<file path="config.mk">
export PLATFORM = sky130hd
export DESIGN_NAME = rtttl_note_parser_top
export DESIGN_NICKNAME = d
export VERILOG_FILES = /design/src/rtl/core/rtp_pkg.sv /design/src/rtl/core/rtttl_note_parser_top.sv /design/src/rtl/core/rtp_front.sv /design/src/rtl/core/rtp_queue.sv /design/src/rtl/core/rtp_back.sv
export SDC_FILE = /design/constraint.sdc
export NUM_CORES = 1
export LEC_CHECK = 0
export BUFFER_PORTS_ARGS = -buffer_cell sky130_fd_sc_hd__buf_4
export CORE_MARGIN = 2
export CORE_UTILIZATION = 45
export DETAILED_ROUTE_END_ITERATION = 8
export GPL_ROUTABILITY_DRIVEN = 1
export PLACE_DENSITY = 0.71
export SLEW_MARGIN = 15
export SYNTH_ARGS = -nofsm -noshare
export SYNTH_HDL_FRONTEND = slang
export SYNTH_SLANG_ARGS = --single-unit
</file>
<file path="constraint.sdc">
create_clock -name clk -period 10.2 [get_ports clk]
set_clock_uncertainty 0.1 [all_clocks]
set_input_delay 0.51 -clock clk [delete_from_list [all_inputs] [get_ports clk]]
set_output_delay 0.51 -clock clk [all_outputs]
set_load 0.02 [all_outputs]
</file>
<file path="src/rtl/core/rtp_pkg.sv">
// ----------------------------------------------------------------------------
// rtp_pkg: shared types and constants of the ringtone note parser
// Holds result kinds, the note command passed from parser to timing unit
// and the tone frequency table.
// ----------------------------------------------------------------------------
package rtp_pkg;

  localparam logic [1:0] KIND_TONE = 2'd0;
  localparam logic [1:0] KIND_REST = 2'd1;
  localparam logic [1:0] KIND_END  = 2'd2;

  // note command from the front parser to the back timing unit
  typedef struct packed {
    logic       end_only;
    logic       is_rest;
    logic       dotted;
    logic       last;
    logic [5:0] tone_idx;
    logic [6:0] length;
    logic [9:0] bpm;
  } note_cmd_t;

  function automatic logic [11:0] tone_hz(input logic [5:0] idx);
    logic [11:0] f;
    case (idx)
      6'd0: f = 12'd262;   6'd1: f = 12'd277;   6'd2: f = 12'd294;
      6'd3: f = 12'd311;   6'd4: f = 12'd330;   6'd5: f = 12'd349;
      6'd6: f = 12'd370;   6'd7: f = 12'd392;   6'd8: f = 12'd415;
      6'd9: f = 12'd440;   6'd10: f = 12'd466;  6'd11: f = 12'd494;
      6'd12: f = 12'd523;  6'd13: f = 12'd554;  6'd14: f = 12'd587;
      6'd15: f = 12'd622;  6'd16: f = 12'd659;  6'd17: f = 12'd698;
      6'd18: f = 12'd740;  6'd19: f = 12'd784;  6'd20: f = 12'd830;
      6'd21: f = 12'd880;  6'd22: f = 12'd932;  6'd23: f = 12'd988;
      6'd24: f = 12'd1047; 6'd25: f = 12'd1109; 6'd26: f = 12'd1175;
      6'd27: f = 12'd1244; 6'd28: f = 12'd1319; 6'd29: f = 12'd1397;
      6'd30: f = 12'd1480; 6'd31: f = 12'd1568; 6'd32: f = 12'd1660;
      6'd33: f = 12'd1760; 6'd34: f = 12'd1865; 6'd35: f = 12'd1976;
      6'd36: f = 12'd2093; 6'd37: f = 12'd2218; 6'd38: f = 12'd2349;
      6'd39: f = 12'd2489; 6'd40: f = 12'd2637; 6'd41: f = 12'd2794;
      6'd42: f = 12'd2960; 6'd43: f = 12'd3136; 6'd44: f = 12'd3320;
      6'd45: f = 12'd3520; 6'd46: f = 12'd3728; 6'd47: f = 12'd3951;
      default: f = 12'd262;
    endcase
    return f;
  endfunction

endpackage

</file>
<file path="src/rtl/core/rtttl_note_parser_top.sv">
// ----------------------------------------------------------------------------
// rtttl_note_parser_top: ringtone text parser
// Parses melody text bytes into tone and rest beats with timing.
// ----------------------------------------------------------------------------
// Usage:
//   Input channel in_valid/in_stall/in_char_in carries one text byte a beat.
//   Output channel out_valid/out_stall carries kind, half period, duration
//   and last. A byte that closes a note, or a zero byte, yields one beat.
//   Other bytes are absorbed and yield nothing.
//   A note command goes through a two-entry queue to the timing unit, whose
//   shared divider runs three divisions in turn (NW = 19 quotient bits at the
//   default timer clock); the timing unit takes no new note until its result
//   beat has been taken, and this divider loop sets the rate for such bytes.
//   The parser stalls only when the queue is full; the result is held in
//   a register until the receiver lowers out_stall.
//   Reset (rst_n low, synchronous) returns the parser to skipping the name
//   with defaults d=4, o=6, b=63 and empties the queue.
// ----------------------------------------------------------------------------
module rtttl_note_parser_top #(
  parameter int unsigned TIMER_CLOCK_HZ = 1000000
) (
  input  logic        clk,
  input  logic        rst_n,
  input  logic        in_valid,
  output logic        in_stall,
  input  logic [7:0]  in_char_in,
  output logic        out_valid,
  input  logic        out_stall,
  output logic [1:0]  out_kind,
  output logic [10:0] out_half_period_us,
  output logic [18:0] out_duration_ms,
  output logic        out_last
);
  import rtp_pkg::*;

  note_cmd_t f_cmd, q_cmd;
  logic f_valid, q_stall, q_valid, q_take;

  // front parser
  rtp_front u_front (
    .clk(clk), .rst_n(rst_n), .in_valid(in_valid), .in_stall(in_stall),
    .in_char_in(in_char_in), .cmd_valid(f_valid), .cmd_stall(q_stall), .cmd(f_cmd)
  );

  // command queue
  rtp_queue u_queue (
    .clk(clk), .rst_n(rst_n), .wr_valid(f_valid), .wr_stall(q_stall), .wr_cmd(f_cmd),
    .rd_valid(q_valid), .rd_take(q_take), .rd_cmd(q_cmd)
  );

  // timing unit
  rtp_back #(.TIMER_CLOCK_HZ(TIMER_CLOCK_HZ)) u_back (
    .clk(clk), .rst_n(rst_n), .cmd_valid(q_valid), .cmd_take(q_take), .cmd(q_cmd),
    .out_valid(out_valid), .out_stall(out_stall), .out_kind(out_kind),
    .out_half_period_us(out_half_period_us), .out_duration_ms(out_duration_ms),
    .out_last(out_last)
  );

  // checks
  a_kind_range: assert property (@(posedge clk) disable iff (!rst_n)
    out_valid |-> (out_kind == KIND_TONE || out_kind == KIND_REST ||
                   out_kind == KIND_END)) else $error("bad result kind");
  a_end_last: assert property (@(posedge clk) disable iff (!rst_n)
    out_valid && out_kind == KIND_END |-> out_last) else $error("end without last");
  a_rest_zero: assert property (@(posedge clk) disable iff (!rst_n)
    out_valid && out_kind != KIND_TONE |-> out_half_period_us == '0)
    else $error("rest with period");
endmodule

</file>
<file path="src/rtl/core/rtp_front.sv">
// ----------------------------------------------------------------------------
// rtp_front: character parser
// Walks header and note syntax one character a beat and issues a note
// command each time a character closes a note or ends the melody.
// ----------------------------------------------------------------------------
module rtp_front (
  input  logic               clk,
  input  logic               rst_n,
  input  logic               in_valid,
  output logic               in_stall,
  input  logic [7:0]         in_char_in,
  output logic               cmd_valid,
  input  logic               cmd_stall,
  output rtp_pkg::note_cmd_t cmd
);
  import rtp_pkg::*;

  localparam logic [3:0] PH_NAME = 4'd0, PH_HEADER = 4'd1, PH_KEY = 4'd2,
    PH_VAL1 = 4'd3, PH_VAL2 = 4'd4, PH_IDLE = 4'd5, PH_LEN1 = 4'd6,
    PH_LEN2 = 4'd7, PH_LETTER = 4'd8, PH_SHARP = 4'd9, PH_DOT1 = 4'd10,
    PH_OCT = 4'd11, PH_DONE = 4'd12;
  localparam logic [1:0] KEY_NONE = 2'd0, KEY_D = 2'd1, KEY_O = 2'd2, KEY_B = 2'd3;

  logic [3:0] phase_r, phase_nxt;
  logic [1:0] key_r, key_nxt;
  logic [6:0] dlen_r, dlen_nxt;
  logic [3:0] doct_r, doct_nxt;
  logic [9:0] bpm_r, bpm_nxt;
  logic [6:0] nlen_r, nlen_nxt;
  logic [3:0] semi_r, semi_nxt;
  logic [3:0] noct_r, noct_nxt;
  logic       rest_r, rest_nxt, dot_r, dot_nxt, pend_r, pend_nxt;
  logic       emit, emit_last;

  logic       is_dig;
  logic [3:0] dig;
  logic [7:0] c;
  logic       acc;
  logic [13:0] kv10;
  logic [1:0] oc;
  logic [3:0] semi_cl;
  logic [5:0] idx;

  assign c = in_char_in;
  assign is_dig = (c >= 8'h30) && (c <= 8'h39);
  assign dig = 4'(c - 8'h30);
  assign in_stall = cmd_stall;
  assign acc = in_valid && !cmd_stall;

  always_comb begin
    case (key_r)
      KEY_D:   kv10 = 14'(dlen_r) * 14'd10 + 14'(dig);
      KEY_O:   kv10 = 14'(doct_r) * 14'd10 + 14'(dig);
      default: kv10 = 14'(bpm_r) * 14'd10 + 14'(dig);
    endcase
  end

  // note fields for the command, clamped octave and semitone
  always_comb begin
    if (noct_r < 4'd4) oc = 2'd0;
    else if (noct_r > 4'd7) oc = 2'd3;
    else oc = 2'(noct_r - 4'd4);
    semi_cl = (semi_r > 4'd11) ? 4'd11 : semi_r;
    idx = 6'(oc) * 6'd12 + 6'(semi_cl);
  end

  // parser next state
  always_comb begin
    logic hdr;
    logic [1:0] hkey;
    logic set_val;
    logic [9:0] val;
    logic beg;
    logic let_set;
    hdr = 1'b0; hkey = KEY_NONE; set_val = 1'b0; val = '0;
    beg = 1'b0; let_set = 1'b0;
    phase_nxt = phase_r; key_nxt = key_r; dlen_nxt = dlen_r; doct_nxt = doct_r;
    bpm_nxt = bpm_r; nlen_nxt = nlen_r; semi_nxt = semi_r; noct_nxt = noct_r;
    rest_nxt = rest_r; dot_nxt = dot_r; pend_nxt = pend_r;
    emit = 1'b0; emit_last = 1'b0;
    if (c == 8'h00) begin
      emit = 1'b1; emit_last = 1'b1;
    end else begin
      case (phase_r)
        PH_HEADER: hdr = 1'b1;
        PH_KEY: begin
          if (c == 8'h3d || c == 8'h20) begin
          end else if (is_dig) begin
            set_val = 1'b1; val = 10'(dig); phase_nxt = PH_VAL1;
          end else hdr = 1'b1;
        end
        PH_VAL1: begin
          if (is_dig && key_r != KEY_O) begin
            set_val = 1'b1; val = 10'(kv10); phase_nxt = PH_VAL2;
          end else hdr = 1'b1;
        end
        PH_VAL2: begin
          if (is_dig && key_r == KEY_B) begin
            set_val = 1'b1; val = 10'(kv10); phase_nxt = PH_HEADER;
          end else hdr = 1'b1;
        end
        PH_IDLE: beg = (c != 8'h2c);
        PH_LEN1: begin
          if (is_dig) begin
            nlen_nxt = 7'(14'(nlen_r) * 14'd10 + 14'(dig));
            phase_nxt = PH_LEN2;
          end else let_set = 1'b1;
        end
        PH_LEN2: let_set = 1'b1;
        PH_LETTER, PH_SHARP, PH_DOT1, PH_OCT, PH_DONE: begin
          if (c == 8'h23 && phase_r == PH_LETTER) begin
            if (!rest_r && semi_r < 4'd11) semi_nxt = semi_r + 4'd1;
            phase_nxt = PH_SHARP;
          end else if (c == 8'h2e && phase_r != PH_DONE) begin
            dot_nxt = 1'b1;
            phase_nxt = (phase_r == PH_LETTER || phase_r == PH_SHARP) ? PH_DOT1 : PH_DONE;
          end else if (is_dig && phase_r != PH_OCT && phase_r != PH_DONE) begin
            noct_nxt = dig; phase_nxt = PH_OCT;
          end else begin
            emit = 1'b1; pend_nxt = 1'b0; phase_nxt = PH_IDLE;
            beg = (c != 8'h2c);
          end
        end
        default: phase_nxt = (c == 8'h3a) ? PH_HEADER : PH_NAME;
      endcase
      // header character handling
      if (hdr) begin
        phase_nxt = PH_HEADER;
        if (c == 8'h3a) begin
          key_nxt = KEY_NONE; phase_nxt = PH_IDLE;
        end else if (c == 8'h64 || c == 8'h6f || c == 8'h62) begin
          hkey = (c == 8'h64) ? KEY_D : (c == 8'h6f) ? KEY_O : KEY_B;
          key_nxt = hkey; phase_nxt = PH_KEY;
          case (hkey)
            KEY_D:   dlen_nxt = '0;
            KEY_O:   doct_nxt = '0;
            default: bpm_nxt = '0;
          endcase
        end
      end
      if (set_val) begin
        case (key_r)
          KEY_D:   dlen_nxt = val[6:0];
          KEY_O:   doct_nxt = val[3:0];
          KEY_B:   bpm_nxt = val;
          default: ;
        endcase
      end
      // start of a note
      if (beg) begin
        pend_nxt = 1'b1; noct_nxt = doct_r; dot_nxt = 1'b0;
        rest_nxt = 1'b1; semi_nxt = '0;
        if (is_dig) begin
          nlen_nxt = 7'(dig); phase_nxt = PH_LEN1;
        end else begin
          nlen_nxt = dlen_r; let_set = 1'b1;
        end
      end
      if (let_set) begin
        rest_nxt = 1'b0; phase_nxt = PH_LETTER;
        case (c)
          8'h63: semi_nxt = 4'd0;
          8'h64: semi_nxt = 4'd2;
          8'h65: semi_nxt = 4'd4;
          8'h66: semi_nxt = 4'd5;
          8'h67: semi_nxt = 4'd7;
          8'h61: semi_nxt = 4'd9;
          8'h62: semi_nxt = 4'd11;
          default: begin rest_nxt = 1'b1; semi_nxt = 4'd0; end
        endcase
      end
    end
  end

  // command to the back unit
  always_comb begin
    cmd_valid = in_valid && emit;
    cmd.end_only = emit_last && !pend_r;
    cmd.is_rest = rest_r;
    cmd.dotted = dot_r;
    cmd.last = emit_last;
    cmd.tone_idx = idx;
    cmd.length = nlen_r;
    cmd.bpm = bpm_r;
  end

  // parser state registers
  always_ff @(posedge clk) begin
    if (!rst_n || (acc && c == 8'h00)) begin
      phase_r <= PH_NAME; key_r <= KEY_NONE; dlen_r <= 7'd4; doct_r <= 4'd6;
      bpm_r <= 10'd63; nlen_r <= '0; semi_r <= '0; noct_r <= '0;
      rest_r <= 1'b1; dot_r <= 1'b0; pend_r <= 1'b0;
    end else if (acc) begin
      phase_r <= phase_nxt; key_r <= key_nxt; dlen_r <= dlen_nxt; doct_r <= doct_nxt;
      bpm_r <= bpm_nxt; nlen_r <= nlen_nxt; semi_r <= semi_nxt; noct_r <= noct_nxt;
      rest_r <= rest_nxt; dot_r <= dot_nxt; pend_r <= pend_nxt;
    end
  end
endmodule

</file>
<file path="src/rtl/core/rtp_queue.sv">
// ----------------------------------------------------------------------------
// rtp_queue: two-entry command queue
// Decouples the parser from the timing unit so each side stalls alone.
// ----------------------------------------------------------------------------
module rtp_queue (
  input  logic               clk,
  input  logic               rst_n,
  input  logic               wr_valid,
  output logic               wr_stall,
  input  rtp_pkg::note_cmd_t wr_cmd,
  output logic               rd_valid,
  input  logic               rd_take,
  output rtp_pkg::note_cmd_t rd_cmd
);
  import rtp_pkg::*;

  note_cmd_t  mem_r [2];
  logic       wp_r, rp_r;
  logic [1:0] cnt_r;
  logic       wr, rd;

  assign wr_stall = (cnt_r == 2'd2);
  assign rd_valid = (cnt_r != 2'd0);
  assign rd_cmd = mem_r[rp_r];
  assign wr = wr_valid && !wr_stall;
  assign rd = rd_take && rd_valid;

  // storage
  always_ff @(posedge clk) begin
    if (wr) mem_r[wp_r] <= wr_cmd;
  end

  // pointers and fill count
  always_ff @(posedge clk) begin
    if (!rst_n) begin
      wp_r <= 1'b0; rp_r <= 1'b0; cnt_r <= '0;
    end else begin
      if (wr) wp_r <= !wp_r;
      if (rd) rp_r <= !rp_r;
      cnt_r <= cnt_r + 2'(wr) - 2'(rd);
    end
  end
endmodule

</file>
<file path="src/rtl/core/rtp_back.sv">
// ----------------------------------------------------------------------------
// rtp_back: note timing unit
// One shared restoring divider works out tempo, length and tone divisions
// in turn, then the result beat is held until taken.
// ----------------------------------------------------------------------------
module rtp_back #(
  parameter int unsigned TIMER_CLOCK_HZ = 1000000
) (
  input  logic               clk,
  input  logic               rst_n,
  input  logic               cmd_valid,
  output logic               cmd_take,
  input  rtp_pkg::note_cmd_t cmd,
  output logic               out_valid,
  input  logic               out_stall,
  output logic [1:0]         out_kind,
  output logic [10:0]        out_half_period_us,
  output logic [18:0]        out_duration_ms,
  output logic               out_last
);
  import rtp_pkg::*;

  localparam int unsigned HALF_CLK = TIMER_CLOCK_HZ / 2;
  localparam int NW = $clog2(HALF_CLK + 1) > 16 ? $clog2(HALF_CLK + 1) : 16;
  localparam int CW = $clog2(NW + 1);

  localparam logic [2:0] ST_IDLE = 3'd0, ST_DIV1 = 3'd1, ST_DIV2 = 3'd2,
    ST_DIV3 = 3'd3, ST_OUT = 3'd4;

  logic [2:0]    st_r;
  note_cmd_t     c_r;
  logic [NW-1:0] quo_r, num_r;
  logic [11:0]   den_r;
  logic [12:0]   rem_r;
  logic [CW-1:0] cnt_r;
  logic [18:0]   dur_r;
  logic [12:0]   trial;
  logic [NW-1:0] half_full;

  assign cmd_take = (st_r == ST_IDLE) && cmd_valid;
  assign out_valid = (st_r == ST_OUT);
  assign trial = {rem_r[11:0], num_r[NW-1]} - {1'b0, den_r};
  assign half_full = {quo_r[NW-2:0], !trial[12]};

  // sequencer with one shift-subtract division step per cycle
  always_ff @(posedge clk) begin
    if (!rst_n) begin
      st_r <= ST_IDLE;
    end else begin
      case (st_r)
        ST_IDLE: if (cmd_valid) begin
          c_r <= cmd;
          st_r <= ST_DIV1;
          num_r <= NW'(60000);
          den_r <= {2'b0, cmd.bpm};
          rem_r <= '0; quo_r <= '0; cnt_r <= CW'(NW);
        end
        ST_DIV1, ST_DIV2, ST_DIV3: begin
          if (cnt_r != CW'(1)) begin
            num_r <= {num_r[NW-2:0], 1'b0};
            quo_r <= half_full;
            rem_r <= trial[12] ? {rem_r[11:0], num_r[NW-1]} : trial;
            cnt_r <= cnt_r - CW'(1);
          end else begin
            rem_r <= '0; cnt_r <= CW'(NW);
            if (st_r == ST_DIV1) begin
              quo_r <= '0;
              num_r <= half_full;
              den_r <= {5'b0, c_r.length};
              st_r <= ST_DIV2;
            end else if (st_r == ST_DIV2) begin
              quo_r <= '0;
              if (c_r.bpm == '0 || c_r.length == '0) dur_r <= '0;
              else if (c_r.dotted) dur_r <= 19'((21'(half_full) * 21'd12) >> 1);
              else dur_r <= 19'(21'(half_full) * 21'd4);
              num_r <= NW'(HALF_CLK);
              den_r <= tone_hz(c_r.tone_idx);
              st_r <= ST_DIV3;
            end else begin
              quo_r <= half_full;
              st_r <= ST_OUT;
            end
          end
        end
        ST_OUT: if (!out_stall) st_r <= ST_IDLE;
        default: st_r <= ST_IDLE;
      endcase
    end
  end

  // result beat
  always_comb begin
    out_last = c_r.last;
    if (c_r.end_only) begin
      out_kind = KIND_END; out_half_period_us = '0; out_duration_ms = '0;
    end else begin
      out_kind = c_r.is_rest ? KIND_REST : KIND_TONE;
      out_duration_ms = dur_r;
      if (c_r.is_rest) out_half_period_us = '0;
      else if (quo_r > NW'(2047)) out_half_period_us = 11'd2047;
      else out_half_period_us = 11'(quo_r);
    end
  end
endmodule

</file>
## Yosys cells after proc, flatten, opt, wreduce, memory -nomap -nowiden

Memories as Yosys holds them, arrays and structs flattened. A register that Yosys moved wholly into a read port is not among the register bits.
Cells that the tools add are included.

- $add $sub $neg: 12
- Multiply operators: 6
- Divide/modulo/power cells: 0
- Order comparisons: 7
- Equality and inequality tests: 48
- Shift operators: 0
- Multiplexer cells: 142
- Bitwise operators: 4
- Reductions and logical operators: 64

Operators by type and width:

| kind | number |
|---|---|
| 2-to-1 mux 19 bit | 10 |
| 2-to-1 mux 4 bit | 31 |
| 2-to-1 mux 10 bit | 9 |
| 2-to-1 mux 12 bit | 7 |
| case mux 19 bit (2 select lines) | 2 |
| 2-to-1 mux 7 bit | 10 |
| == test 8 x 7 -> 1 bit (second input constant) | 8 |
| case mux 12 bit (2 select lines) | 2 |
| case mux 4 bit (6 select lines) | 2 |
| 2-to-1 mux 1 bit | 42 |
| == test 8 x 6 -> 1 bit (second input constant) | 5 |
| 2-to-1 mux 11 bit | 3 |
| case mux 10 bit (3 select lines) | 1 |
| adder 10 x 4 -> 10 bit | 2 |
| == test 4 bit (second input constant) | 5 |
| case mux 10 bit (2 select lines) | 1 |
| AND reduction 5 bit | 4 |
| > comparator 19 x 11 -> 1 bit (second input constant) | 1 |
| multiplier 19 x 2 -> 18 bit (second input constant) | 1 |
| 2-to-1 mux 3 bit | 6 |
| nonzero test 2 bit | 9 |
| == test 4 x 3 -> 1 bit (second input constant) | 4 |
| logical AND 1 bit | 15 |
| 2-to-1 mux 2 bit | 7 |
| other kinds (58) | 96 |

- Register bits: 165
- Bits in latches: 0
- Memory bits (writable): 54
- Memory bits (read-only): 768
- Bits of input ports: 12
- Output and inout bits: 35
- Memories kept: 2

Memories:

| name | words | width | read ports | clocked after Yosys merged registers in | wr ports | line | RTL |
|---|---|---|---|---|---|---|---|
| (name not given) | 64 | 12 | 1 | 1 | 0 | rtp_pkg.sv:25 | `case (idx)` |
| u_queue.mem_r | 2 | 27 | 1 | 1 | 1 | rtp_queue.sv:17 | `note_cmd_t mem_r [2];` |

## Logic depth before layout (Yosys ltp)

Gate-level depths: netlist of the first run.

- Depth after elaboration: 13
- Gate-level depth with buffers: 18

## Cells and area by module

A second synthesis of the first run with hierarchy kept.

- Cell total of the unflattened synthesis: 1429
- Area total of the unflattened synthesis: 14232.4 um2

By module, submodules not included:

| module | instances | cells an instance | area each (um2) |
|---|---|---|---|
| rtp_back | 1 | 796 | 7883.8 |
| rtp_front | 1 | 523 | 4062.6 |
| rtp_queue | 1 | 110 | 2285.9 |

## Worst setup path before layout of the first run

OpenSTA, ideal clock, no wires.

- Path kind: flip-flop to flip-flop
- Start point: register u_back.den_r[0]
- End point: register u_back.dur_r[18], data pin
- Library setup time: 272 ps
- Arrival time: 3998 ps
- Required time: 9828 ps
- Setup slack: 5831 ps
- Cell stages (with the launch flop): 18
- Path buffers: 1
- Clock period less this slack: 4369 ps
- Cells stage by stage: edfxtp_1 > ha_1 > fa_1 > nor2b_1 > o31ai_1 > a211o_1 > a31oi_1 > xor2_2 > buf_2 > ha_1 > fa_1 > a211oi_1 > o211ai_1 > nand3_1 > nand3_1 > a41oi_1 > mux2i_1 > o31ai_1

- Word-level cells in the longest chain between the ends: 4

RTL lines:

| item | line | RTL |
|---|---|---|
| from (decl) | rtp_back.sv:33 | `logic [11:0] den_r;` |
| from (signal assigned) | rtp_back.sv:55 | `den_r <= {2'b0, cmd.bpm};` |
| from (signal assigned) | rtp_back.sv:69 | `den_r <= {5'b0, c_r.length};` |
| from (signal assigned) | rtp_back.sv:77 | `den_r <= tone_hz(c_r.tone_idx);` |
| subtractor 13 x 12 -> 13 bit | rtp_back.sv:42 | `assign trial = {rem_r[11:0], num_r[NW-1]} - {1'b0, den_r};` |
| zero test 1 bit | rtp_back.sv:43 | `assign half_full = {quo_r[NW-2:0], !trial[12]};` |
| net u_back.half_full[0] | rtp_back.sv:38 | `logic [NW-1:0] half_full;` |
| multiplier 19 x 2 -> 18 bit | rtp_back.sv:74 | `else if (c_r.dotted) dur_r <= 19'((21'(half_full) * 21'd12) >> 1);` |
| 2-to-1 mux 19 bit | rtp_back.sv:74 |  |
| to (signal assigned) | rtp_back.sv:74 |  |
| to (signal assigned) | rtp_back.sv:75 | `else dur_r <= 19'(21'(half_full) * 21'd4);` |
| to (decl) | rtp_back.sv:36 | `logic [18:0] dur_r;` |

The timed path passes the listed nets, and every way through them passes these cells.
A chain may end at the register's enable or synchronous reset.

## Worst setup path after layout of the first run

- Start point: register u_back.den_r[0]
- End point: register u_back.dur_r[18], data pin

- Word-level cells in the longest chain between the ends: 4

RTL lines:

| item | line |
|---|---|
| subtractor 13 x 12 -> 13 bit | rtp_back.sv:42 |
| zero test 1 bit | rtp_back.sv:43 |
| multiplier 19 x 2 -> 18 bit | rtp_back.sv:74 |
| 2-to-1 mux 19 bit | rtp_back.sv:74 |

Every way passes these cells.

==> flow_summary_export.csv, run 1 <==
group,metric,value,unit
final_layout,areaGrowthSynthToFinish,9.97,%
timing,final_critical_path_setup_slack,5.48,ns
clocking,largest_buffer_count_on_any_clock_path,3,
floorplan,core_area,30400,µm²
synth,post-synth-top-count-cell,"sky130_fd_sc_hd__edfxtp_1",
synth,synth.net_count,1449,
clocking,cts-htree-levels,1,
synth,yosys_warnings,0,
global_route,grt_pass1_wl,52700,µm
synth,synthCells,1341,
final_layout,finish.cell_count_without_fillers,1770,
worst_setup_path,worstSetupStartpointType,"register",
global_route,grt.total_usage,19.5,%
synth,post_synth_main_area_contributors,"sky130_fd_sc_hd__edfxtp_1 (36%), sky130_fd_sc_hd__dfxtp_1 (9.4%), sky130_fd_sc_hd__ha_1 (7.8%)",
route,drcViolationCount,0,
global_route,grt_start_max_net_pins,38,
floorplan,initial_core_util,45.5,%
power_and_ir_drop,power_density,234,nW/µm²
synth,library_cell_occupying_the_most_area_in_the_post_synthesis_netlist,"sky130_fd_sc_hd__edfxtp_1",
placement,pre_cts_worst_setup_slack,5.53,ns
synth,ys_top_cells_by_count,"sky130_fd_sc_hd__edfxtp_1 (166), sky130_fd_sc_hd__nand2_1 (102), sky130_fd_sc_hd__nor2_1 (94), sky130_fd_sc_hd__a21oi_1 (90), sky130_fd_sc_hd__ha_1 (86)",
worst_setup_path,critical_path.max_fanout,19,
worst_setup_path,signal_arrival_time_at_the_worst_endpoint,4.87,ns
placement,number_of_cells_in_the_design_after_placement,1724,
worst_setup_path,timing.setup.critical_path_class,"register to register",
outcome,status,"complete, no violations",
route,antenna_left,0,
synth,synth_cell_type_count,92,
timing,fin_setup_tns,0,ns
timing,final.min_clock_period,4.72,ns
synth,yosys_most_used_dff,"sky130_fd_sc_hd__edfxtp_1",
timing,worstMarginPinSlew,1.04,ns
synth,synth_async_sr_flop_share,0,%
flow_run,max-cap-violations,0,
timing,rsz0062_at_grt,"false",
final_layout,postLayoutCoreUtil,50.0,%
clocking,tritoncts_buffers,25,
clocking,cts_tree,"yes",
floorplan,num_rows,64,
timing,final_min_period_over_clock_period,46.3,%
synth,synth_seq_cells,231,
floorplan,die_width,179,µm
route,dr.pass1.iters,5,
min_path,min_path_type,"primary input to register",
power_and_ir_drop,p_switching,1.32,mW
global_route,grt-ovfl-total,0,
clocking,clock-root-buffer,"sky130_fd_sc_hd__clkbuf_16",
placement,port_buffers,45,
synth,avgSynthCellArea,10.3,µm²
clocking,cts_hold_repair.buffers,0,
timing,number_of_max_slew_violations_in_the_final_report,0,
synth,yosysTopAreaCellShare,36.0,%
power_and_ir_drop,comb_power_share,39.0,%
power_and_ir_drop,netSwitchingFraction,36.9,%
final_layout,finish.net_count,1463,
clocking,path_clk_slew,0.06,ns
floorplan,die-area,32200,µm²
placement,dp_hpwl,22500,µm
timing,fin_hold_viols,0,
route,vias,10300,
floorplan,floorplan.die.height,179,µm
power_and_ir_drop,power.share.clock,23.5,%
worst_setup_path,cp_data_required_time,10.34,ns
power_and_ir_drop,design_power_total,3.57,mW
timing,setup_viol,0,
clocking,clkSinkCount,231,
route,drtIter0Drc,814,
power_and_ir_drop,p_leak,5.83,nW
clocking,clock_insertion_delay_at_the_later_pin_of_the_skew_report,0.53,ns
global_route,grt_antenna_before_repair,0,
timing,slew_headroom,30.3,%
power_and_ir_drop,power.ir.vdd_worst,0.182,mV
timing,fmax,212,MHz
route,routed_length_per_instance,18.0,µm
power_and_ir_drop,p_int,2.25,mW
final_layout,antennaDiodeCount,0,
clocking,post_cts_buffers,0,
power_and_ir_drop,seq_power_share,37.5,%
worst_setup_path,crit_path_end_kind,"register",
route,finalWirelength,31800,µm
floorplan,io-pin-count,47,
final_layout,drive_above_1_share,12.0,%
synth,yosysSeqAreaShare,45.4,%
global_route,first_global_vias,10000,
synth,mappedNetlistArea,13800,µm²
clocking,cts_resized,0,
route,via_per_inst,5.83,
synth,synth_edf_count,166,
placement,gp_congestion,0.918,
==> cell families (layout without fill, tap and decap cells) <==
kind of cell	after synthesis	count (layout)	share of synthesized area, %
other cells	1	1	0.0271
xor+xnor	56	56	3.60
mux	64	64	5.35
simple gates	400	400	14.7
buf+inv	128	161	3.94
fa+ha+maj	96	96	9.22
compound gates	365	365	17.8
flops	231	231	45.4
==> power groups by stage <==
stage | combinational [mW] | clock (mW) | sequential (mW)
floorplan | 1.11 | 0 | 1.30
global placement | 1.36 | 0 | 1.35
detailed placement | 1.38 | 0 | 1.36
CTS | 1.39 | 0.859 | 1.34
global route | 1.55 | 0.897 | 1.35
finish | 1.39 | 0.839 | 1.34
==> sequential cells by signal, indices dropped and copies added, names as in the netlist, 5 cells and up, named ones only <==
name	count
u_queue.mem_r	54
u_back.rem_r	12
u_back.cnt_r	5
u_back.num_r	19
u_front.bpm_r	10
u_back.c_r	26
u_back.den_r	12
u_front.dlen_r	7
u_front.nlen_r	7
u_back.dur_r	18
u_back.quo_r	19
==> critical path: stages, from the launching register on <==
cell	delay, ns
sky130_fd_sc_hd__edfxtp_1	0.37
sky130_fd_sc_hd__ha_1	0.24
sky130_fd_sc_hd__fa_1	0.46
sky130_fd_sc_hd__nor2b_1	0.16
sky130_fd_sc_hd__o31ai_1	0.13
sky130_fd_sc_hd__a211o_1	0.30
sky130_fd_sc_hd__a31oi_1	0.24
sky130_fd_sc_hd__xor2_2	0.09
sky130_fd_sc_hd__buf_4	0.23
sky130_fd_sc_hd__ha_1	0.27
sky130_fd_sc_hd__fa_1	0.43
sky130_fd_sc_hd__a211oi_1	0.33
sky130_fd_sc_hd__o211ai_1	0.19
sky130_fd_sc_hd__nand3_1	0.14
sky130_fd_sc_hd__nand3_1	0.13
sky130_fd_sc_hd__a41oi_1	0.28
sky130_fd_sc_hd__mux2i_1	0.23
sky130_fd_sc_hd__o31ai_1	0.09
==> area by class of cell <==
cell class	count	area [µm²]
fill	2767	15200
multi-input combinational	982	7040
sequential	231	6290
clock buffer	34	679
tap	396	495
timing repair buffer	57	428
inverter	58	218
clock inverter	12	81.3
==> path summary, 6_finish.rpt <==
check                  startpoint          endpoint  slack, ns  cells after the start
setup / recovery  u_back.den_r[0]  u_back.dur_r[18]       5.48                     17
hold / removal          out_stall    u_back.st_r[2]       0.20                      3
setup reg to reg  u_back.den_r[0]  u_back.dur_r[18]       5.48                     17
hold reg to reg    u_front.pend_r    u_front.pend_r       0.36                      2
==> cells in the final DEF (no fill, tap or decap), types with 43 or more instances in the layout <==
cell / synthesis / routed
sky130_fd_sc_hd__edfxtp_1: 166 / 166
sky130_fd_sc_hd__ha_1: 86 / 86
sky130_fd_sc_hd__xnor2_1: 43 / 43
sky130_fd_sc_hd__inv_1: 58 / 58
sky130_fd_sc_hd__nor2_1: 94 / 92
sky130_fd_sc_hd__dfxtp_1: 65 / 65
sky130_fd_sc_hd__nand2_1: 102 / 102
sky130_fd_sc_hd__buf_4: 2 / 57
sky130_fd_sc_hd__o21ai_0: 59 / 58
sky130_fd_sc_hd__a21oi_1: 90 / 90
==> layer usage <==
layer	wire length, µm	track usage (%)	vias to the layer above	part of all wire (%)
met4	794	5.27	0	2.5
met3	1420	2.29	53	4.5
li1	-	-	5021	-
met2	15500	33.1	277	49
met5	0	0	-	0
met1	14000	26.5	4965	44
==> stage by stage <==
stage | hold slack [ns] | area, µm²
2_1_floorplan | 0.320 | 13800
5_1_grt | 0.184 | 15200
3_3_place_gp | 0.338 | 14500
3_5_place_dp | 0.351 | 14500
6_report | 0.195 | 15200
4_1_cts | 0.183 | 15200
No activity file was read; power rests on OpenSTA's default activity.
==> run 2, diff against run 1 <==
--- a/config.mk
+++ b/config.mk
@@ -10,7 +10,7 @@
 export CORE_UTILIZATION = 45
 export DETAILED_ROUTE_END_ITERATION = 8
 export GPL_ROUTABILITY_DRIVEN = 1
-export PLACE_DENSITY = 0.71
+export PLACE_DENSITY = 0.73
 export SLEW_MARGIN = 15
 export SYNTH_ARGS = -nofsm -noshare
 export SYNTH_HDL_FRONTEND = slang
==> constraint.sdc (replaced) <==
create_clock -name clk -period 4.3 [get_ports clk]
set_clock_uncertainty 0.1 [all_clocks]
set_input_delay 0.215 -clock clk [delete_from_list [all_inputs] [get_ports clk]]
set_output_delay 0.215 -clock clk [all_outputs]
set_load 0.02 [all_outputs]
==> run 2 against run 1 <==
Against the previous run:
- fmax increased by 16%
- hold slack got worse by 0.15 ns
- first-iteration DRC count decreased by 12%
- total power increased by 140%
- die area unchanged
- non-clock buffer count increased by 14
- wire length increased by 2.3%
- critical path depth decreased by 1
- critical path type unchanged
- critical endpoint unchanged
- largest power group unchanged
==> flow_summary_export.csv, run 2 (synthesized netlist as in run 1, its figures left out) <==
group,metric,value,unit
outcome,status,"complete, no violations",
route,antenna_left,0,
worst_setup_path,r2r_setup_slack,0.23,ns
flow_run,max-cap-violations,0,
global_route,grt-ovfl-total,0,
clocking,path_clk_slew,0.07,ns
floorplan,core_area,30400,µm²
global_route,grt_antenna_before_repair,0,
worst_setup_path,critical_path.max_fanout,3,
route,drtIter0Drc,714,
clocking,clkSinkCount,231,
floorplan,floorplan.die.height,179,µm
floorplan,io-pin-count,47,
floorplan,die_width,179,µm
floorplan,initial_core_util,45.5,%
worst_setup_path,r2r-start,"u_back.den_r[0]",
route,vias,10400,
timing,fmax,245,MHz
worst_setup_path,crit_path_end,"u_back.dur_r[18]",
timing,final.min_clock_period,4.07,ns
route,dr.pass1.iters,8,
timing,fin_hold_viols,0,
timing,worstMarginPinSlew,1.09,ns
final_layout,postLayoutCoreUtil,50.8,%
min_path,min_path_type,"primary input to register",
clocking,cts-htree-levels,1,
floorplan,die-area,32200,µm²
route,via_per_inst,5.86,
timing,slew_headroom,27.1,%
route,routed_length_per_instance,18.2,µm
final_layout,layout.cells.most_common,"sky130_fd_sc_hd__edfxtp_1",
worst_setup_path,r2r-end,"u_back.dur_r[18]",
worst_setup_path,r2r.worst_path.cells,16,
route,finalWirelength,32500,µm
final_layout,antennaDiodeCount,0,
power_and_ir_drop,p_leak,5.95,nW
floorplan,num_rows,64,
clocking,largest_buffer_count_on_any_clock_path,3,
clocking,cts_tree,"yes",
power_and_ir_drop,power_density,565,nW/µm²
global_route,grt.total_usage,19.7,%
timing,rsz0062_at_grt,"false",
timing,setup_viol,0,
final_layout,areaGrowthSynthToFinish,11.6,%
final_layout,layout_common_cells,"sky130_fd_sc_hd__edfxtp_1 (166), sky130_fd_sc_hd__nand2_1 (102), sky130_fd_sc_hd__nor2_1 (92)",
timing,final_min_period_over_clock_period,94.8,%
clocking,tritoncts_buffers,25,
worst_setup_path,startpoint,"u_back.den_r[0]",
worst_setup_path,crit_path_end_kind,"register",
worst_setup_path,cp_data_required_time,4.44,ns
timing,number_of_max_slew_violations_in_the_final_report,0,
final_layout,largest-register,"u_queue.mem_r",
power_and_ir_drop,power.ir.vdd_worst,0.322,mV
clocking,post_cts_buffers,0,
worst_setup_path,signal_arrival_time_at_the_worst_endpoint,4.21,ns
final_layout,finish.cell_count_without_fillers,1783,
clocking,clock-root-buffer,"sky130_fd_sc_hd__clkbuf_16",
placement,dp_hpwl,22900,µm
global_route,grt_pass1_wl,52900,µm
final_layout,filler_cell_count,2691,
placement,gp_congestion,0.911,
power_and_ir_drop,design_power_total,8.73,mW
final_layout,reg.largest.list,"u_queue.mem_r x54, u_back.c_r x26",
placement,number_of_cells_in_the_design_after_placement,1734,
global_route,first_global_vias,10100,
route,drcViolationCount,0,
final_layout,drive_above_1_share,13.3,%
placement,port_buffers,45,
final_layout,finish.net_count,1477,
global_route,grt_start_max_net_pins,37,
final_layout,largest_reg_flops,54,
worst_setup_path,timing.setup.critical_path_class,"register to register",
clocking,clock_insertion_delay_at_the_later_pin_of_the_skew_report,0.52,ns
worst_setup_path,worstSetupStartpointType,"register",
==> run 2: cell count changes in the layout (fill, tap and decap cells not counted), moves of 3 or more <==
cell / before / now
sky130_fd_sc_hd__clkinvlp_4: 3 / 0
sky130_fd_sc_hd__buf_4: 57 / 67
sky130_fd_sc_hd__clkbuf_8: 2 / 6
sky130_fd_sc_hd__dlygate4sd3_1: 0 / 4
==> run 2: stage by stage <==
| step | worst slack, ns | hold slack (ns) | cell area [µm²] | TNS [ns] |
|---|---|---|---|---|
| 2_1_floorplan | 0.0343 | 0.293 | 13900 | 0 |
| 3_3_place_gp | 0.0877 | 0.344 | 14600 | 0 |
| 3_5_place_dp | -0.0971 | 0.348 | 14600 | -0.0971 |
| 4_1_cts | 0.0126 | 0.0219 | 15400 | 0 |
| 5_1_grt | 0.0295 | 0.0256 | 15500 | 0 |
| 6_report | 0.225 | 0.0454 | 15500 | 0 |
==> run 2: worst min path at each step <==
stage,startpoint,end,slack (ns),cells after the start
after floorplan,rst_n,u_back.st_r[1],0.29,2
after global placement,u_front.nlen_r[6],u_queue.mem_r[0][16],0.34,0
after detailed placement,u_front.pend_r,u_front.pend_r,0.35,2
after CTS,in_char_in[1],u_front.doct_r[1],0.02,2
after global routing,in_char_in[1],u_front.doct_r[1],0.03,2
final,in_char_in[1],u_front.doct_r[1],0.05,2
==> run 2: power breakdown <==
part | internal [mW] | switching [mW] | total [mW]
combinational | 1.38 | 2.02 | 3.40
clock | 1.29 | 0.850 | 2.14
sequential | 2.90 | 0.285 | 3.18
==> run 2: layout make-up <==
class                   count  area (µm²)  share of cell area [%]
flip-flops and latches    231        6290                    40.7
well taps                 396         495                    3.21
inverters                  58         218                    1.41
repair buffers             71         543                    3.51
clock inverters             8        91.3                   0.591
clock buffers              37         731                    4.73
multi-input cells         982        7090                    45.9
==> run 2: timing repair <==
item / in CTS / in global routing
endpoints found under the setup margin: 1 / 4
pin swaps: 2 / 2
resized for setup: 2 / 6
hold buffers: 4 / 0
hold endpoints to repair: 12 / 0
==> run 2: routing by layer <==
layer  vias up  GRT usage [%]  wire, µm
li1       5036              -         -
met1      5045           25.9     14100
met2       312           34.7     16200
met3        52           2.21      1520
met4         0           4.78       679
met5         -              0         0
==> run 2: critical path, cell delays in order, from the launching register on <==
cell	delay (ns)
sky130_fd_sc_hd__edfxtp_1	0.37
sky130_fd_sc_hd__ha_1	0.24
sky130_fd_sc_hd__fa_2	0.41
sky130_fd_sc_hd__nor2b_2	0.14
sky130_fd_sc_hd__o31ai_1	0.09
sky130_fd_sc_hd__a211o_1	0.30
sky130_fd_sc_hd__a31oi_2	0.19
sky130_fd_sc_hd__xor2_2	0.13
sky130_fd_sc_hd__ha_1	0.26
sky130_fd_sc_hd__fa_2	0.40
sky130_fd_sc_hd__a211oi_4	0.25
sky130_fd_sc_hd__o211ai_1	0.16
sky130_fd_sc_hd__nand3_1	0.14
sky130_fd_sc_hd__nand3_2	0.12
sky130_fd_sc_hd__a41oi_2	0.20
sky130_fd_sc_hd__mux2i_1	0.21
sky130_fd_sc_hd__o31ai_1	0.08
==> run 3, diff against run 2 <==
--- a/config.mk
+++ b/config.mk
@@ -10,8 +10,8 @@
 export CORE_UTILIZATION = 45
 export DETAILED_ROUTE_END_ITERATION = 8
 export GPL_ROUTABILITY_DRIVEN = 1
-export PLACE_DENSITY = 0.73
 export SLEW_MARGIN = 15
 export SYNTH_ARGS = -nofsm -noshare
 export SYNTH_HDL_FRONTEND = slang
+export SYNTH_HIERARCHICAL = 1
 export SYNTH_SLANG_ARGS = --single-unit
==> run 3 against run 2 <==
Against the previous run:
- critical path type unchanged
- area after synthesis rose by 2.8%
- non-clock buffer count grew 15
- wire length is 9.0% higher
==> flow_summary_export.csv, run 3 <==
group,metric,value,unit
global_route,grt_antenna_before_repair,0,
floorplan,num_rows,65,
synth,synth_compound_area_share,19.2,%
synth,yosysTopAreaCellShare,35.0,%
worst_setup_path,critical_path.max_fanout,4,
worst_setup_path,timing.setup.critical_path_class,"register to register",
timing,final.hold.worst_slack,0.0377,ns
route,antenna_left,0,
floorplan,floorplan.die.height,182,µm
worst_setup_path,worst_path_dominant_cell_family,"compound AO/OA/AOI/OAI gates",
synth,yosys_most_used_dff,"sky130_fd_sc_hd__edfxtp_1",
route,drtIter0Drc,813,
synth,synth_async_sr_flop_share,0,%
timing,final.min_clock_period,4.11,ns
power_and_ir_drop,design_power_total,4.93,mW
synth,synth_edf_count,166,
synth,post-synth-top-count-cell,"sky130_fd_sc_hd__edfxtp_1",
worst_setup_path,cp_slowest_cell,"sky130_fd_sc_hd__fa_1",
timing,worstMarginPinSlew,0.987,ns
synth,synth_fa_ha_area_share,8.62,%
global_route,grt_start_max_net_pins,37,
min_path,min_path_type,"primary input to register",
global_route,grt-ovfl-total,0,
worst_setup_path,cp_data_required_time,4.59,ns
worst_setup_path,worstPathCellList,"inv_1, ha_1, fa_1, nand2b_1, a21o_1, a211oi_2, buf_4, or3_1, nand2_1, inv_1, ha_4, fa_2, a21o_1, nand3_1, a21oi_2, buf_4, o2111ai_1, a2111oi_1, nand3b_1",
power_and_ir_drop,p_leak,6.15,nW
timing,number_of_max_slew_violations_in_the_final_report,0,
worst_setup_path,crit_path_end_kind,"register",
clocking,clkSinkCount,231,
final_layout,drive_above_1_share,12.6,%
outcome,status,"complete, no violations",
final_layout,layout_common_cells,"sky130_fd_sc_hd__edfxtp_1 (166), sky130_fd_sc_hd__nand2_1 (112), sky130_fd_sc_hd__a21oi_1 (112)",
synth,synthCells,1429,
floorplan,io-pin-count,47,
route,dr.pass1.iters,5,
floorplan,initial_core_util,45.5,%
synth,mappedNetlistArea,14200,µm²
synth,synth_top_family_by_area,"compound AO/OA/AOI/OAI gates",
timing,fmax,243,MHz
timing,fin_setup_tns,0,ns
power_and_ir_drop,power_density,310,nW/µm²
clocking,clock_insertion_delay_at_the_later_pin_of_the_skew_report,0.53,ns
worst_setup_path,crit_buf_inv,4,
route,vias,11100,
floorplan,die-area,33100,µm²
final_layout,largest_reg_flops,54,
global_route,first_global_vias,10700,
final_layout,antennaDiodeCount,0,
synth,synth.net_count,1532,
synth,ys_top_cells_by_count,"sky130_fd_sc_hd__edfxtp_1 (166), sky130_fd_sc_hd__a21oi_1 (114), sky130_fd_sc_hd__nand2_1 (112), sky130_fd_sc_hd__nor2_1 (93), sky130_fd_sc_hd__o21ai_0 (91)",
timing,slew_headroom,33.7,%
clocking,largest_buffer_count_on_any_clock_path,3,
global_route,grt.total_usage,21.5,%
final_layout,areaGrowthSynthToFinish,11.6,%
route,via_per_inst,5.89,
route,routed_length_per_instance,18.8,µm
route,drcViolationCount,0,
placement,gp_congestion,0.928,
worst_setup_path,signal_arrival_time_at_the_worst_endpoint,4.40,ns
clocking,cts_tree,"yes",
route,finalWirelength,35500,µm
global_route,grt_pass1_wl,57700,µm
flow_run,max-cap-violations,0,
final_layout,largest-register,"u_queue/mem_r",
power_and_ir_drop,power.ir.vdd_worst,0.241,mV
clocking,post_cts_buffers,0,
floorplan,die_width,182,µm
timing,fin_hold_viols,0,
timing,setup_viol,0,
synth,avgSynthCellArea,9.96,µm²
clocking,clock-root-buffer,"sky130_fd_sc_hd__clkbuf_16",
floorplan,core_area,31300,µm²
final_layout,reg.largest.list,"u_queue/mem_r x54, u_back/c_r x26",
synth,synth.area.mux_share,5.02,%
worst_setup_path,stage_delay_of_the_slowest_cell_on_the_critical_path,0.38,ns
clocking,path_clk_slew,0.06,ns
placement,dp_hpwl,25400,µm
synth,yosys.area_share.simple,15.8,%
synth,library_cell_occupying_the_most_area_in_the_post_synthesis_netlist,"sky130_fd_sc_hd__edfxtp_1",
synth,synth_cell_type_count,91,
synth,yosys_warnings,6,
final_layout,finish.net_count,1569,
worst_setup_path,worstSetupStartpointType,"register",
clocking,cts-htree-levels,1,
placement,port_buffers,45,
final_layout,layout.cells.most_common,"sky130_fd_sc_hd__edfxtp_1",
timing,final_min_period_over_clock_period,95.5,%
clocking,tritoncts_buffers,25,
synth,post_synth_main_area_contributors,"sky130_fd_sc_hd__edfxtp_1 (35%), sky130_fd_sc_hd__dfxtp_1 (9.1%), sky130_fd_sc_hd__ha_1 (7.2%)",
synth,synth-xor-area-share,2.95,%
synth,synth_seq_cells,231,
synth,yosysSeqAreaShare,44.2,%
## run 3: changes by cell type after synthesis, moves of 9 or more
cell                      previous run  this run
sky130_fd_sc_hd__nor3_1             25        38
sky130_fd_sc_hd__a21oi_1            90       114
sky130_fd_sc_hd__a21o_1             18        29
sky130_fd_sc_hd__o21ai_0            59        91
sky130_fd_sc_hd__nand2_1           102       112
sky130_fd_sc_hd__mux2_2             32        12
sky130_fd_sc_hd__mux2_4              2        20
sky130_fd_sc_hd__o22a_1             15         3
sky130_fd_sc_hd__xnor2_1            43        32
sky130_fd_sc_hd__a22oi_1             4        13
## run 3: final timing paths
| check | from | to | slack, ns | depth (start not counted) |
|---|---|---|---|---|
| hold reg to reg | u_front/nlen_r[6] | u_queue/mem_r[1][16] | 0.36 | 0 |
| setup / recovery | u_back/num_r[18] | u_back/dur_r[16] | 0.19 | 19 |
| hold / removal | in_char_in[0] | u_front/noct_r[0] | 0.04 | 3 |
| setup reg to reg | u_back/num_r[18] | u_back/dur_r[16] | 0.19 | 19 |
## run 3: area by class of cell
| class | count | area (µm²) |
|---|---|---|
| Fill cell | 2834 | 15400 |
| Multi-Input combinational cell | 1063 | 7400 |
| Sequential cell | 231 | 6290 |
| Clock buffer | 35 | 704 |
| Timing Repair Buffer | 86 | 651 |
| Tap cell | 402 | 503 |
| Inverter | 59 | 224 |
| Clock inverter | 11 | 116 |
## run 3: logic make-up after synthesis
family | after synthesis
adders and majority gates | 93
and+or+nand+nor | 438
AOI/OAI and AO/OA | 426
muxes | 57
xor gates and xnor gates | 48
other | 1
DFF | 231
buffers and inverters | 135
## run 3: tightest hold or removal path, stage by stage
cell and delay (ns):
sky130_fd_sc_hd__buf_4 0.18, sky130_fd_sc_hd__mux2i_1 0.15, sky130_fd_sc_hd__a21oi_1 0.08
## run 3: metal layers
layer  wire (µm)  up-vias  track usage (%)
met5           0        -                0
met4         995        0             6.73
met3        1770       63             2.45
met2       16800      327             35.9
met1       15900     5291             29.2
li1            -     5427                -
## run 3: where the power goes
part | leakage, nW | switching, mW | internal [mW] | total (mW)
logic | 3.72 | 0.223 | 0.139 | 0.362
registers | 2.02 | 0.0282 | 2.40 | 2.43
clock network | 0.404 | 0.875 | 1.27 | 2.14
total | 6.15 | 1.13 | 3.80 | 4.93
## run 3: timing repair
item / in CTS / in global routing
resized for setup: 0 / 10
endpoints found under the hold margin: 3 / 0
hold buffers: 2 / 0
endpoints found under the setup margin: 0 / 4
## run 3: through the flow
stage | util [%] | setup WS [ns] | instance area (µm²) | cells
finish | 50.7 | 0.191 | 15900 | 1887
CTS | 50.6 | 0.0276 | 15900 | 1887
global route | 50.7 | -0.0645 | 15900 | 1887
detailed placement | 47.9 | 0.0511 | 15000 | 1839
floorplan | - | 0.0926 | 14200 | 1429
global placement | 47.9 | 0.0960 | 15000 | 1839
